[src/rtl/core/lp2c_pkg.sv]
// shared constants, arctangent table and pipeline word type for the polar to cartesian block
package lp2c_pkg;

	// rotation stages and output fraction bits
	localparam int CORDIC_STAGES = 16;
	localparam int FRACTION_BITS = 8;

	// datapath widths
	localparam int ANGLE_W = 16;
	localparam int DIST_W = 18;
	localparam int QUAL_W = 8;
	localparam int Z_W = 16;
	localparam int OUT_W = 25;
	localparam int MAG_W = 16;
	localparam int GAIN_W = 24;
	localparam int PROD_W = MAG_W + GAIN_W;
	localparam int XW = 44;
	localparam int AW = 33;

	// cordic gain compensation in q24
	localparam logic [GAIN_W-1:0] GAIN_Q24 = 24'd10188014;

	// arctangent of 2^-i, 2^32 units per turn
	localparam int ATAN_COUNT = 24;
	localparam logic [31:0] ATAN_TABLE [ATAN_COUNT] = '{
		32'h20000000, 32'h12E4051D, 32'h09FB385B, 32'h051111D4,
		32'h028B0D43, 32'h0145D7E1, 32'h00A2F61E, 32'h00517C55,
		32'h0028BE53, 32'h00145F2E, 32'h000A2F98, 32'h000517CC,
		32'h00028BE6, 32'h000145F3, 32'h0000A2F9, 32'h0000517C,
		32'h000028BE, 32'h0000145F, 32'h00000A2F, 32'h00000517,
		32'h0000028B, 32'h00000145, 32'h000000A2, 32'h00000051
	};

	// word carried down the rotation pipeline
	typedef struct packed {
		logic signed [XW-1:0] x;
		logic signed [XW-1:0] y;
		logic signed [AW-1:0] acc;
		logic signed [Z_W-1:0] z;
	} rot_t;

endpackage

[src/rtl/core/lp2c_round.sv]
// output stage: round to nearest, saturate and hold the result word
module lp2c_round (
	input  logic                             clk,
	input  logic                             arst_n,
	input  logic                             rot_valid,
	output logic                             rot_ready,
	input  lp2c_pkg::rot_t                   rot_word,
	output logic                             out_valid,
	input  logic                             out_ready,
	output logic signed [lp2c_pkg::OUT_W-1:0] x_fixed,
	output logic signed [lp2c_pkg::OUT_W-1:0] y_fixed,
	output logic signed [lp2c_pkg::Z_W-1:0]   point_z_mm
);
	import lp2c_pkg::*;

	localparam int SH = 24 - FRACTION_BITS;
	localparam logic signed [XW-1:0] HALF = XW'(1) <<< (SH - 1);
	localparam logic signed [XW-1:0] OUT_MAX = XW'(16777215);
	localparam logic signed [XW-1:0] OUT_MIN = -XW'(16777216);

	logic out_valid_q;
	logic signed [OUT_W-1:0] x_q;
	logic signed [OUT_W-1:0] y_q;
	logic signed [Z_W-1:0] z_q;

	// round half up then clamp to the output range
	function automatic logic signed [OUT_W-1:0] sat_round(input logic signed [XW-1:0] v);
		logic signed [XW-1:0] r;
		r = (v + HALF) >>> SH;
		if (r > OUT_MAX) begin
			r = OUT_MAX;
		end else if (r < OUT_MIN) begin
			r = OUT_MIN;
		end
		return r[OUT_W-1:0];
	endfunction

	assign rot_ready = !out_valid_q || out_ready;

	// output word valid
	always_ff @(posedge clk or negedge arst_n) begin
		if (!arst_n) begin
			out_valid_q <= 1'b0;
		end else if (rot_ready) begin
			out_valid_q <= rot_valid;
		end
	end

	// output word payload
	always_ff @(posedge clk) begin
		if (rot_ready) begin
			x_q <= sat_round(rot_word.x);
			y_q <= sat_round(rot_word.y);
			z_q <= rot_word.z;
		end
	end

	assign out_valid = out_valid_q;
	assign x_fixed = x_q;
	assign y_fixed = y_q;
	assign point_z_mm = z_q;

endmodule

[config.mk]
export PLATFORM = sky130hd
export DESIGN_NAME = lp2c_round
export DESIGN_NICKNAME = d
export VERILOG_FILES = /design/src/rtl/core/lp2c_pkg.sv /design/src/rtl/core/lp2c_round.sv
export SDC_FILE = /design/constraint.sdc
export NUM_CORES = 1
export LEC_CHECK = 0
export BUFFER_PORTS_ARGS = -buffer_cell sky130_fd_sc_hd__buf_2
export CORE_UTILIZATION = 45
export DETAILED_ROUTE_END_ITERATION = 10
export PLACE_DENSITY = 0.83
export SETUP_SLACK_MARGIN = 0.1
export SLEW_MARGIN = 5
export SYNTH_ARGS = -nofsm -noshare
export SYNTH_HDL_FRONTEND = slang
export SYNTH_SLANG_ARGS = --single-unit
[constraint.sdc]
create_clock -name clk -period 2.77 [get_ports clk]
set_clock_uncertainty 0.15 [all_clocks]
set_input_delay 0.1385 -clock clk [delete_from_list [all_inputs] [get_ports clk]]
set_output_delay 0.1385 -clock clk [all_outputs]
set_load 0.02 [all_outputs]
==> impl_results.md <==
* Clock H-tree levels at 3
* Register area share after synthesis at 0.525
* Placer Congestion at 0.875
* CTS Buf Count at 9
* Crit-path max FO at 24
* Commonest non-fill, non-tap cell in the layout: buf_2
* Row cnt at 33
* Total chip power at 2.64 mW
* Max Cap Viol at 0
* Ys flop type: edfxtp_1
* 1st-pass router iterations at 4
* RSZ-0062 raised after global routing: no
* Vias/cell at 5.28
* Critical path startpoint: rot_word[109]
* Period utilization at 0.831
* Core area at 8220 um2
* Mean Syn Cell Area at about 12 um2
* Ranking of synthesized cells by area: edfxtp_1 52%, xnor2_1 6.2%, xor2_1 5.5%, nand3_1 3.0%, a21oi_1 2.4%
* Fin Hold WS at roughly 0.027 ns
* R2r worst-path depth at 1
* Die H at 94.2 um
* Dpl cell area at 4660 um2
* I/O pins at 209
* Most frequent cells in the layout: 145 x buf_2, 66 x edfxtp_1, 27 x xnor2_1
* Yosys reg bits at 67
* CTS Root Cell: clkbuf_8
* Final worst slack at about 0.47 ns
* CP required at 2.68 ns
* Unique masters post-synth at 53
* Layout cells sized above 1 at 0.417
* Placed cell count at 574
* Critical path endpoint category: register
* Mapped Area at about 3800 um2
* Drt wl/cell at 14.4 um
* Synthesized instance count at 327
* Synth warn at 0
* Via count at between 3000 and 4000
* GRT Residual Overflow at 0
* Fmax at 434 MHz
* Pwr/cell area at between 500 and 600 nW/um2
* Final hold vios at 0
* CTS tree: built
* Worst skew pair latency at 0.33 ns
* Post-synthesis net count at 472
* Flop2flop setup slack at roughly 1.1 ns
* Area Growth Syn to Fin at 32.8%
* Nets at 644
* Relative slew slack at 0.392
* Antenna Nets Post-Route at 0
* Setup Viol. Count Final at 0
* Slew at the pin with the worst max-slew slack at between 0.9 and 1 ns
* Port buffer count at 145
* Vias in the first global route at approximately 2900
* Clk slew on worst S/H paths at 0.08 ns
* Routed WL at a little under 9000 um
* Finished layout cell area at just over 5000 um2
* Critical Path AT at 2.22 ns
* Setup CP Type: primary input to register
* Dpl ws at 0.124 ns
* Area leader, netlist: edfxtp_1
* Ys async rst share at 0.0149
* Post-route DRC at 0
* RR Endpoint: x_fixed[21]
* Non-Filler Instances at 609
* Drt initial violations at 114
* Leakage at 1.98 nW
* Setup TNS Final at 0 ns
* Total track usage at 0.196
* Chip width at 94.2 um
* DIE AREA at 8870 um2
* Post-layout util at 0.618
* Final Critical Period at 2.30 ns
* EDFF count, synth at between 60 and 70
* PostCTS Resize Cnt at 0
* Initial Util at 0.465
* Worst R2R Start: out_valid
* Crit path to: x_fixed[4]
* Worst setup SP type: primary input
* Worst vdd ir at about 270 uV
* Initial antenna violation count at 0
* Outcome: complete, no violations
* Hold Path Class: primary input to register
* Clock Path Buffers at 2
* Post-DP HPWL at around 6400 um
* Share of the synthesized area in the top cell type at 0.518
* Largest net degree at the start of global routing at 69
* ANT cells at 0
* Final Max Tran Viols at 0
* CTS Sinks at 67
* First-pass GRT wire length at approximately 13000 um
## state kept, by name, summed over array words and instances (netlist names)
name and count:
out_valid 1, point_z_mm 16, x_fixed 25, y_fixed 25
## worst min path at each step
stage | startpoint | endpoint | slack, ns | cells past startpoint
3_3_place_gp | arst_n | out_valid | -0.24 | 1
5_1_grt | rot_word[69] | y_fixed[4] | 0.01 | 3
6_report | rot_word[69] | y_fixed[4] | 0.03 | 3
4_1_cts | rot_word[68] | y_fixed[3] | 0.002 | 3
3_5_place_dp | arst_n | out_valid | -0.23 | 1
2_1_floorplan | arst_n | out_valid | -0.31 | 0
## power breakdown
group          internal, mW  switching, mW
clock network         0.513          0.391
logic                 0.185          0.312
registers              1.22         0.0192
## cells in the mapped netlist, drive strengths merged (3+ instances only)
cell type and n:
nand2 21, and2 3, nand2b 4, edfxtp 66, and4 5, a21oi 25, nor2 16, a31oi 6
inv 5, xor2 24, o21ai 28, buf 9, ha 4, xnor2 27, clkbuf 3, nor3 8
nand3 25, nand4 15, and3 12
## routing by layer
metal,up-vias,global-route usage,share of wire
li1,1580,-,-
met1,1511,0.239,0.43
met2,117,0.332,0.49
met3,8,0.0494,0.062
met4,0,0.0705,0.013
met5,-,0,0
## repair_timing
action / CTS / global route
hold buffers: 19 / 0
endpoints found under the hold margin: 18 / 0
buffers inserted: 0 / 0
## critical path, stage by stage
cell     delay, ns
buf_2         0.12
ha_1          0.18
nand4_1       0.24
nor4_4        0.30
nand3_1       0.15
mux2_2        0.31
a41oi_4       0.57
o21ai_0       0.21
## cells by family after synthesis
group,synth area share
mux,0.00949
buf+inv,0.0298
flops,0.525
fa+ha+maj,0.0131
xor+xnor,0.117
simple gates,0.177
compound gates,0.129
## area by class of cell
class / instances / area [um2]
repair buffers: 173 / 983
fillers: 698 / 3140
clock buffers: 9 / 124
clock inverters: 7 / 100
well taps: 105 / 131
inverters: 5 / 18.8
flip-flops and latches: 67 / 2010
multi-input cells: 243 / 1710
Note: power is estimated with default switching activity, not from simulation.
