[src/rtl/core/lp2c_pkg.sv]
// shared constants, arctangent table and pipeline word type for the polar to cartesian block
package lp2c_pkg;

	// rotation stages and output fraction bits
	localparam int CORDIC_STAGES = 16;
	localparam int FRACTION_BITS = 8;

	// datapath widths
	localparam int ANGLE_W = 16;
	localparam int DIST_W = 18;
	localparam int QUAL_W = 8;
	localparam int Z_W = 16;
	localparam int OUT_W = 25;
	localparam int MAG_W = 16;
	localparam int GAIN_W = 24;
	localparam int PROD_W = MAG_W + GAIN_W;
	localparam int XW = 44;
	localparam int AW = 33;

	// cordic gain compensation in q24
	localparam logic [GAIN_W-1:0] GAIN_Q24 = 24'd10188014;

	// arctangent of 2^-i, 2^32 units per turn
	localparam int ATAN_COUNT = 24;
	localparam logic [31:0] ATAN_TABLE [ATAN_COUNT] = '{
		32'h20000000, 32'h12E4051D, 32'h09FB385B, 32'h051111D4,
		32'h028B0D43, 32'h0145D7E1, 32'h00A2F61E, 32'h00517C55,
		32'h0028BE53, 32'h00145F2E, 32'h000A2F98, 32'h000517CC,
		32'h00028BE6, 32'h000145F3, 32'h0000A2F9, 32'h0000517C,
		32'h000028BE, 32'h0000145F, 32'h00000A2F, 32'h00000517,
		32'h0000028B, 32'h00000145, 32'h000000A2, 32'h00000051
	};

	// word carried down the rotation pipeline
	typedef struct packed {
		logic signed [XW-1:0] x;
		logic signed [XW-1:0] y;
		logic signed [AW-1:0] acc;
		logic signed [Z_W-1:0] z;
	} rot_t;

endpackage

[src/rtl/core/lp2c_prep.sv]
// first stage: range truncation, sample filter, quadrant fold and gain scaling
module lp2c_prep (
	input  logic                           clk,
	input  logic                           arst_n,
	input  logic                           in_valid,
	output logic                           in_ready,
	input  logic [lp2c_pkg::ANGLE_W-1:0]   angle_units,
	input  logic [lp2c_pkg::DIST_W-1:0]    distance_quarter_mm,
	input  logic [lp2c_pkg::QUAL_W-1:0]    quality,
	input  logic signed [lp2c_pkg::Z_W-1:0] level_z_mm,
	output logic                           prep_valid,
	input  logic                           prep_ready,
	output lp2c_pkg::rot_t                 prep_word
);
	import lp2c_pkg::*;

	logic [MAG_W-1:0] dist_mm;
	logic keep;
	logic flip;
	logic [PROD_W-1:0] prod;
	logic signed [XW-1:0] mag;
	rot_t word_next;
	logic valid_s1;
	rot_t word_s1;

	// truncate to whole millimetres and drop empty or invalid samples
	assign dist_mm = distance_quarter_mm[DIST_W-1:2];
	assign keep = (dist_mm != '0) && (quality != '0);

	// quadrants one and two start from the negative x axis
	assign flip = angle_units[ANGLE_W-1] ^ angle_units[ANGLE_W-2];
	assign prod = PROD_W'(dist_mm) * PROD_W'(GAIN_Q24);
	assign mag = signed'(XW'(prod));

	always_comb begin
		word_next.x = flip ? -mag : mag;
		word_next.y = '0;
		// residual angle is the low 15 bits taken as signed, scaled to 2^32 per turn
		word_next.acc = {{(AW-31){angle_units[ANGLE_W-2]}}, angle_units[ANGLE_W-2:0], 16'b0};
		word_next.z = level_z_mm;
	end

	assign in_ready = !valid_s1 || prep_ready;

	// stage valid
	always_ff @(posedge clk or negedge arst_n) begin
		if (!arst_n) begin
			valid_s1 <= 1'b0;
		end else if (in_ready) begin
			valid_s1 <= in_valid && keep;
		end
	end

	// stage payload
	always_ff @(posedge clk) begin
		if (in_ready) begin
			word_s1 <= word_next;
		end
	end

	assign prep_valid = valid_s1;
	assign prep_word = word_s1;

endmodule

[config.mk]
export PLATFORM = sky130hd
export DESIGN_NAME = lp2c_prep
export DESIGN_NICKNAME = d
export VERILOG_FILES = /design/src/rtl/core/lp2c_pkg.sv /design/src/rtl/core/lp2c_prep.sv
export SDC_FILE = /design/constraint.sdc
export NUM_CORES = 1
export LEC_CHECK = 0
export ABC_AREA = 1
export BUFFER_PORTS_ARGS = -buffer_cell sky130_fd_sc_hd__buf_2
export CORE_MARGIN = 2
export CORE_UTILIZATION = 35
export CTS_BUF_LIST = sky130_fd_sc_hd__clkbuf_8
export CTS_CLUSTER_SIZE = 14
export DETAILED_ROUTE_END_ITERATION = 8
export GPL_TIMING_DRIVEN = 0
export PLACE_DENSITY = 0.52
export SKIP_LAST_GASP = 1
export SLEW_MARGIN = 20
export SYNTH_ARGS = -nofsm -noshare
export SYNTH_HDL_FRONTEND = slang
export SYNTH_SLANG_ARGS = --single-unit
[constraint.sdc]
create_clock -name clk -period 2.8 [get_ports clk]
set_input_delay 0.28 -clock clk [delete_from_list [all_inputs] [get_ports clk]]
set_output_delay 0.28 -clock clk [all_outputs]
set_load 0.01 [all_outputs]
==> impl_metrics.ini, run 1 <==
[finish]
postLayoutCoreUtil = 0.4850
drive_gt1_frac = 0.4044
nets = 2147
syn2layout_area_growth_pct = 36.84
diodes = 0

[logic_synthesis]
synth_fa_ha_area_frac = 0.3981
yosys.area_share.simple = 0.2044
synth_ff_type = edfxtp_1
synth-xor-area-share = 0.02362
syn_inst = 1489
synth.distinct_cells = 44
async_flop_share = 0.01333
synth_compound_area_frac = 0.02372
yosysWarnings = 0
synth_edf_count = 74
synth_area_mm2 = 0.01218
ys_seq_area_frac = 0.1845
synth_largest_area_cell = fa_1
synth_area_per_cell_um2 = 8.182
synth.area.mux_share = 0
ys_ff_latch = 75
yosysTopAreaCellShare = 0.2481
synth.area.top_cells = fa_1 25%, edfxtp_1 18%, ha_1 15%
synth_top_family_by_area = adder cells

[timing]
period_share = 1.923
grt_setup_unrepaired = true
tns_ps = -80930
slew_headroom = 0.3079
whs_ps = 87.11
fin_ws_ps = -2586
tightestPinTransition_ps = 1031
timing.fmax_mhz = 185.7
drv_slew = 0
finClkSkew_ps = 12.63
setup_violations = 37
period_needed_ps = 5386
hold_viol = 0

[global_route]
grt_overflow = 0
use_met3 = 0.01895
grt_max_degree = 60
grt_pass1_vias = 9791
grt-busiest-layer = met2
grt_pass1_wl_mm = 51.59
met1_usage = 0.2411
track_usage = 0.1849
antenna_found_initial = 0
gr-usage-met2 = 0.3222

[placed_design]
gp_congestion = 0.8937
hpwl_mm = 28.20
place_ws_ps = -3390
io_buffers = 137

[outcome]
outcome = complete, but fails checks
violations = setup timing

[drt]
antenna_left = 0
drcViolationCount = 0
drt_pass1_iterations = 4
routed_wirelength_mm = 32.89
num_vias = 9717
wl_per_cell_um = 14.63
viasPerCell = 4.323
dr.first_iter.drc_count = 301

[floorplanning]
die-width_um = 190.6
dieArea_mm2 = 0.03632
core_mm2 = 0.03437
rows = 68
die-height_um = 190.6
start_util = 0.3544
num_io_pins = 201

[setup_path]
cp_slowest_stage_delay_ps = 560
cp.arrival_ps = 5520
critPathCaptureType = register
required_ps = 2930
startpoint_type = input pin
r2r-end = prep_word[12]
critPathMaxFanout = 5
worst_r2r_path_depth = 2
r2r_slack_ps = 1470
slowest_stage = fa_2
timing.rr.start = prep_valid
path_class = in2reg

[hold_path]
min-delay-start = level_z_mm[13]
worst_hold_path.num_cells = 1
worst_hold_path.endpoint = prep_word[13]
hold_class = in2reg

[clocking]
clockRootBuffer = clkbuf_8
cts_max_path_buffers = 2
clk_pin_slew_ps = 80
cts_buffers = 9
htreeDepth = 3
cts_tree = done
cts_sinks = 75
clk-insertion-delay-late_ps = 370

[flow_run]
maxCapViolCount = 0
-- worst max-delay path: cells and delay by family --
kind / cells / cell delay [ps]
AND/OR/NAND/NOR: 11 / 1220
adder cells (fa/ha/maj): 7 / 3390
buffers and inverters: 9 / 650
-- repair_timing --
action | CTS | global route
hold buffers | 1 | 0
pin swaps | 139 | 106
resized for setup | 269 | 118
hold endpoints to repair | 1 | 0
endpoints found under the setup margin | 39 | 39
buffers inserted | 70 | 20
-- cells in the mapped netlist (2+ instances only) --
cell type / number
a21oi_1: 27
ha_1: 146
nor3_1: 8
clkbuf_1: 2
nand3b_1: 14
o21ai_0: 8
nor2_2: 10
fa_1: 151
o21bai_1: 3
nand2_2: 14
buf_1: 2
xor2_1: 22
inv_1: 392
nand3_1: 58
nand4_1: 16
edfxtp_1: 74
buf_4: 63
and2_1: 3
nand3_4: 2
xnor2_1: 9
inv_2: 15
nand2_1: 344
a21oi_2: 2
nor3_2: 2
nor2_1: 72
or2_2: 2
or4_1: 2
a21o_1: 2
nor2_4: 4
nand3_2: 4
o211ai_1: 3
-- logic make-up after synthesis --
| family | count (synthesis) |
|---|---|
| adder cells (fa/ha/maj) | 297 |
| AO/OA/AOI/OAI | 50 |
| flip-flops | 75 |
| XOR/XNOR | 32 |
| other | 1 |
| AND/OR/NAND/NOR | 560 |
| buffers and inverters | 474 |
-- routing by layer --
| layer | share of wire | vias up |
|---|---|---|
| met5 | 0 | - |
| met4 | 0.022 | 0 |
| met3 | 0.042 | 29 |
| met2 | 0.48 | 213 |
| met1 | 0.45 | 4510 |
| li1 | - | 4965 |
-- metrics by stage --
stage / cell area [um2] / std cells
CTS: 16090 / 2229
floorplan: 13070 / 1549
global route: 16670 / 2248
global placement: 14330 / 2141
detailed placement: 14360 / 2142
finish: 16670 / 2248
-- registers in the layout (all words and copies together) (netlist names) --
| name | cells |
|---|---|
| prep_valid | 1 |
| prep_word | 74 |
-- area by class of cell --
type | instances | area, um2
buffer | 67 | 488.0
clock buffer | 9 | 123.9
clock inverter | 7 | 76.32
fill | 3426 | 17700
inverter | 407 | 1554
multi-input combinational | 1000 | 10000
sequential | 75 | 2247
tap | 455 | 569.3
timing repair buffer | 228 | 1612
-- worst max-delay path by stage --
stage	end	slack (ps)	cells past startpoint	from
after floorplan	prep_word[127]	-2430	24	distance_quarter_mm[14]
after global routing	prep_word[127]	-2710	28	distance_quarter_mm[6]
after global placement	prep_word[131]	-3370	30	distance_quarter_mm[6]
after CTS	prep_word[127]	-2500	29	distance_quarter_mm[6]
after detailed placement	prep_word[131]	-3390	30	distance_quarter_mm[6]
final	prep_word[131]	-2590	27	distance_quarter_mm[6]
-- layout by cell type, fill, tap and decap left out, types with 45 or more instances in the layout --
master,count
buf_2,122
buf_4,139
conb_1,61
edfxtp_1,74
fa_1,130
ha_1,94
ha_4,45
inv_1,333
inv_2,65
nand2_1,208
nand2_2,102
nand2_4,48
Power of run 1 is not shown: default switching activity piles up to over one toggle a cycle in this logic, so the estimate is an artifact.
==> run 2, diff against run 1 <==
- ABC_AREA: 1 -> 0
- CELL_PAD_IN_SITES_DETAIL_PLACEMENT: not set -> 0
- CELL_PAD_IN_SITES_GLOBAL_PLACEMENT: not set -> 1
- PLACE_DENSITY: 0.52 -> 0.65
==> run 2 against run 1 <==
Compared with the run above:
- the run still ends with setup timing left
- via count fell by 9.4%
- non-clock buffer count increased by 19
- register-to-register slack lost 80 ps
- largest cell class unchanged
- synthesized cell count decreased by 20%
- first-iteration DRC count decreased by 18%
- clock-buffer cell count is the same
- final cell count decreased by 14%
- global-route usage shrank 0.080 points
- synthesized area fell by 4.1%
- sequential share of layout area is 0.91 points higher
- routed wire length decreased by 4.1%
==> impl_metrics.ini, run 2 <==
[placed_design]
gp_congestion = 0.8900
dpl_cell_area_mm2 = 0.01364
hpwl_mm = 26.38
numPlacedInstances = 1824
io_buffers = 137

[timing]
setup_violations = 38
whs_ps = 101.8
grt_setup_unrepaired = true
finClkSkew_ps = 11.84
period_share = 2.222
timing.fmax_mhz = 160.7
fin_ws_ps = -3422
hold_viol = 0
slew_headroom = 0.4044
tightestPinTransition_ps = 893.4
period_needed_ps = 6222
drv_slew = 0

[logic_synthesis]
syn_inst = 1184
synth_edf_count = 74
synth_area_per_cell_um2 = 9.866
yosysTopAreaCellShare = 0.2588
ys_ff_latch = 75
synth.distinct_cells = 81
synth_most_common_cell = inv_1
synth_largest_area_cell = fa_1
yosysWarnings = 0
ys_top_cells_by_count = 261 x inv_1, 151 x fa_1, 146 x ha_1
async_flop_share = 0.01333
synth_area_mm2 = 0.01168
synth.area.top_cells = fa_1 26%, edfxtp_1 19%, ha_1 16%
ys_seq_area_frac = 0.1924
synth_ff_type = edfxtp_1

[floorplanning]
start_util = 0.3572
core_mm2 = 0.03270
num_io_pins = 201
dieArea_mm2 = 0.03485
die-height_um = 186.7
rows = 66
die-width_um = 186.7

[setup_path]
r2r_slack_ps = 1390
critPathCaptureType = register
timing.critical_path.mode_cell = fa_2
critPathMaxFanout = 7
required_ps = 2910
cpLargestDelayFamily = adder cells
cp.arrival_ps = 6330
worst_r2r_path_depth = 2
crit_start = distance_quarter_mm[12]
r2r-end = prep_word[101]
slowest_stage = fa_2
path_class = in2reg
crit_buf_inv = 6
startpoint_type = input pin
path_cells = buf_12, fa_2, inv_2, fa_2, fa_1, fa_1, fa_2, inv_2, fa_2, ha_4, buf_6, nand4_1, or3_4, a211oi_4, buf_6, nor2_4, o211ai_1, o211ai_1, nor4_2, and3_1, buf_6, a31oi_4, xor2_1
timing.rr.start = prep_valid
cp_slowest_stage_delay_ps = 580

[finish]
drive_gt1_frac = 0.3637
syn2layout_area_growth_pct = 33.65
final_area_mm2 = 0.01561
final_common_cell = inv_1
largest_reg_flops = 74
nets = 1836
layout_common_cells = 236 x inv_1, 139 x buf_4, 135 x fa_1
postLayoutCoreUtil = 0.4774
diodes = 0
fin_cells = 1924

[hold_path]
hold_class = in2reg
worst_hold_path.endpoint = prep_word[3]
min-delay-start = level_z_mm[3]
worst_hold_path.num_cells = 1

[flow_run]
maxCapViolCount = 0

[drt]
routed_wirelength_mm = 31.55
antenna_left = 0
dr.first_iter.drc_count = 246
wl_per_cell_um = 16.40
drcViolationCount = 0
drt_pass1_iterations = 4
num_vias = 8803
viasPerCell = 4.575

[outcome]
violations = setup timing
outcome = complete, but fails checks

[global_route]
antenna_found_initial = 0
grt_pass1_vias = 9244
grt_max_degree = 48
track_usage = 0.1841
grt_overflow = 0
grt_pass1_wl_mm = 50.78

[clocking]
cts_buffers = 9
cts_sinks = 75
clockRootBuffer = clkbuf_8
cts_tree = done
htreeDepth = 3
cts_max_path_buffers = 2
clk_pin_slew_ps = 80
clk-insertion-delay-late_ps = 360
run 2: cell types whose count changed in the layout (fill, tap and decap cells not counted), sizes merged, moves of 14 or more:
| cell | change |
|---|---|
| nand2 | -307 |
| inv | -144 |
| nand3 | -52 |
| a211oi | +14 |
| a21o | +14 |
| nor2 | -42 |
| a21oi | +26 |
| o21ai | +29 |
| nand3b | -14 |
| buf | +14 |
| xnor2 | +26 |
run 2: through the flow:
stage | TNS [ps] | worst slack [ps]
2_1_floorplan | -101530 | -3315
3_3_place_gp | -183470 | -4746
3_5_place_dp | -140190 | -4774
4_1_cts | -104900 | -3356
5_1_grt | -112090 | -3565
6_report | -106290 | -3422
run 2: worst max path at each step:
stage	to	slack [ps]	depth (start not counted)
after detailed placement	prep_word[130]	-4770	24
after global routing	prep_word[127]	-3570	22
final	prep_word[130]	-3420	23
after global placement	prep_word[130]	-4750	24
after CTS	prep_word[130]	-3360	27
after floorplan	prep_word[130]	-3320	23
run 2: cell type report:
cell class                      instances  area [um2]
Fill cell                            3136       17090
Sequential cell                        75        2247
Clock inverter                          7       92.59
Clock buffer                            9       123.9
Multi-Input combinational cell        816        9353
Tap cell                              442       553.0
Timing Repair Buffer                  229        1599
Inverter                              261       985.9
Buffer                                 85       658.1
run 2: kinds of logic after synthesis:
group / count (synthesis) / synth area share
AO/OA/AOI/OAI: 201 / 0.1193
XOR/XNOR: 62 / 0.04649
adder cells (fa/ha/maj): 297 / 0.4152
buffers and inverters: 353 / 0.1371
flip-flops: 75 / 0.1924
multiplexers: 5 / 0.004285
other: 1 / 0.0003210
AND/OR/NAND/NOR: 190 / 0.08494
run 2: what timing repair did:
action | in CTS | in global routing
pin swaps | 85 | 74
setup endpoints to repair | 38 | 38
hold endpoints to repair | 1 | 0
resized for setup | 165 | 79
buffers inserted | 67 | 24
hold buffers | 1 | 0
run 2: routing by layer:
| metal | up-vias | part of all wire | global-route usage |
|---|---|---|---|
| met5 | - | 0 | 0 |
| met4 | 0 | 0.013 | 0.03877 |
| met3 | 20 | 0.040 | 0.01881 |
| met2 | 205 | 0.48 | 0.3131 |
| met1 | 4217 | 0.47 | 0.2542 |
| li1 | 4361 | - | - |
run 2: worst register-to-register path, delay by kind of cell (launching register included):
family / cells / cell delay [ps]
buffers and inverters: 1 / 300
AND/OR/NAND/NOR: 1 / 350
flip-flops: 1 / 410
Power of run 2 is left out for the same reason.
==> run 3, diff against run 2 <==
- CORE_UTILIZATION: 35 -> 45
- PLACE_DENSITY: 0.65 -> 0.81
==> run 3 against run 2 <==
Compared with the run above:
- the run still ends with setup timing left
- flip-flop and latch count unchanged
- first-iteration DRC count up 67%
- die area down 22%
- via count up 1.9%
- critical path depth unchanged
- register-to-register slack better by 70 ps
- clock skew up 2.8 ps
- global-route usage up 4.1 points
- design area down 1.2%
- maximum frequency up 0.15%
- clock-buffer cell count unchanged
- sequential share of layout area up 0.18 points
==> impl_metrics.ini, run 3 (synthesis gave the netlist of run 2 again) <==
[outcome]
outcome = complete, but fails checks
violations = setup timing

[timing]
finClkSkew_ps = 14.64
slew_headroom = 0.4086
timing.fmax_mhz = 161.0
period_share = 2.219
setup_violations = 38
fin_ws_ps = -3413
drv_slew = 0
tightestPinTransition_ps = 887.1
whs_ps = 99.25
hold_viol = 0
grt_setup_unrepaired = true
period_needed_ps = 6213

[finish]
n_fill_cell = 2151
largest_reg_flops = 74
syn2layout_area_growth_pct = 31.99
multi_input_area_mm2 = 0.009243
seqCellArea_mm2 = 0.002247
diodes = 0
drive_gt1_frac = 0.3605
nets = 1841
postLayoutCoreUtil = 0.6088
layout_common_cells = 230 x inv_1, 137 x fa_1, 136 x buf_4
final_common_cell = inv_1

[floorplanning]
die-height_um = 165.1
core_mm2 = 0.02533
die-width_um = 165.1
rows = 58
start_util = 0.4612
num_io_pins = 201
dieArea_mm2 = 0.02726

[clocking]
cts_tree = done
cts_max_path_buffers = 2
clockRootBuffer = clkbuf_8
htreeDepth = 3
clk-insertion-delay-late_ps = 350
cts_buffers = 9
cts_sinks = 75
clk_pin_slew_ps = 90

[setup_path]
required_ps = 2910
startpoint_type = input pin
critPathCaptureType = register
path_class = in2reg
critPathMaxFanout = 6
cp.arrival_ps = 6320

[global_route]
met1_usage = 0.3149
grt_pass1_vias = 8960
track_usage = 0.2255
antenna_found_initial = 0
grt_max_degree = 61
grt-busiest-layer = met2
gr-usage-met2 = 0.3788
use_met3 = 0.01848
grt_overflow = 0
grt_pass1_wl_mm = 47.31

[drt]
drt_pass1_iterations = 5
viasPerCell = 4.939
dr.first_iter.drc_count = 411
num_vias = 8974
routed_wirelength_mm = 30.48
drcViolationCount = 0
antenna_left = 0
wl_per_cell_um = 16.77

[placed_design]
hpwl_mm = 24.83
place_ws_ps = -4604
io_buffers = 137
gp_congestion = 0.9654

[flow_run]
maxCapViolCount = 0

[hold_path]
hold_class = in2reg
-- run 3: cell count changes in the layout (fill, tap and decap cells not counted), moves of 3 or more --
cell	before	now
ha_1	114	111
inv_1	236	230
buf_4	139	136
buf_6	29	36
a21oi_1	28	32
a21oi_2	20	15
inv_2	24	28
ha_2	4	8
-- run 3: final cells by class --
| class | instances | share of cell area |
|---|---|---|
| Multi-Input combinational cell | 816 | 0.5994 |
| Sequential cell | 75 | 0.1457 |
| Timing Repair Buffer | 233 | 0.1089 |
| Inverter | 261 | 0.06411 |
| Buffer | 86 | 0.04260 |
| Tap cell | 330 | 0.02678 |
| Clock buffer | 9 | 0.008034 |
| Clock inverter | 7 | 0.004382 |
-- run 3: final timing paths --
kind / from / endpoint / slack (ps) / depth (start not counted)
hold / removal: level_z_mm[2] / prep_word[2] / 100 / 1
setup reg to reg: prep_valid / prep_word[12] / 1460 / 2
max in group asynchronous: arst_n / prep_valid / 2480 / 2
setup / recovery: distance_quarter_mm[13] / prep_word[131] / -3410 / 23
min in group asynchronous: arst_n / prep_valid / 230 / 2
hold reg to reg: prep_valid / prep_valid / 750 / 2
-- run 3: what timing repair did --
| item | 4_1_cts | 5_1_grt |
|---|---|---|
| pin swaps | 68 | 65 |
| endpoints found under the setup margin | 38 | 38 |
| endpoints found under the hold margin | 1 | 0 |
| buffers inserted | 69 | 32 |
| hold buffers | 1 | 0 |
| resized for setup | 179 | 65 |
| gates cloned | 0 | 0 |
-- run 3: critical path, stage by stage --
cell and delay [ps]:
buf_12 110, fa_2 590, inv_2 40, fa_1 480, fa_1 570, fa_1 470, fa_1 530, inv_2 50
fa_1 490, ha_4 290, buf_6 120, nand4_1 100, or3_4 380, a211oi_4 270, buf_4 170, nor3_2 40
xnor2_2 150, a311o_1 360, nor4_2 180, buf_4 160, and3_4 210, a31oi_1 110, xnor2_1 160
-- run 3: layer usage --
layer | part of all wire | wire [um]
met3 | 0.043 | 1318
met5 | 0 | 0
met4 | 0.022 | 678
met1 | 0.46 | 14100
met2 | 0.47 | 14380
-- run 3: per-stage QoR --
stage / instances / setup TNS (ps) / instance area (um2)
finish: 1817 / -109650 / 15420
global route: 1817 / -114680 / 15420
CTS: 1795 / -107460 / 14980
detailed placement: 1712 / -137450 / 13500
global placement: 1711 / -174500 / 13470
floorplan: 1244 / -101530 / 12370
Power of run 3 is left out for the same reason.
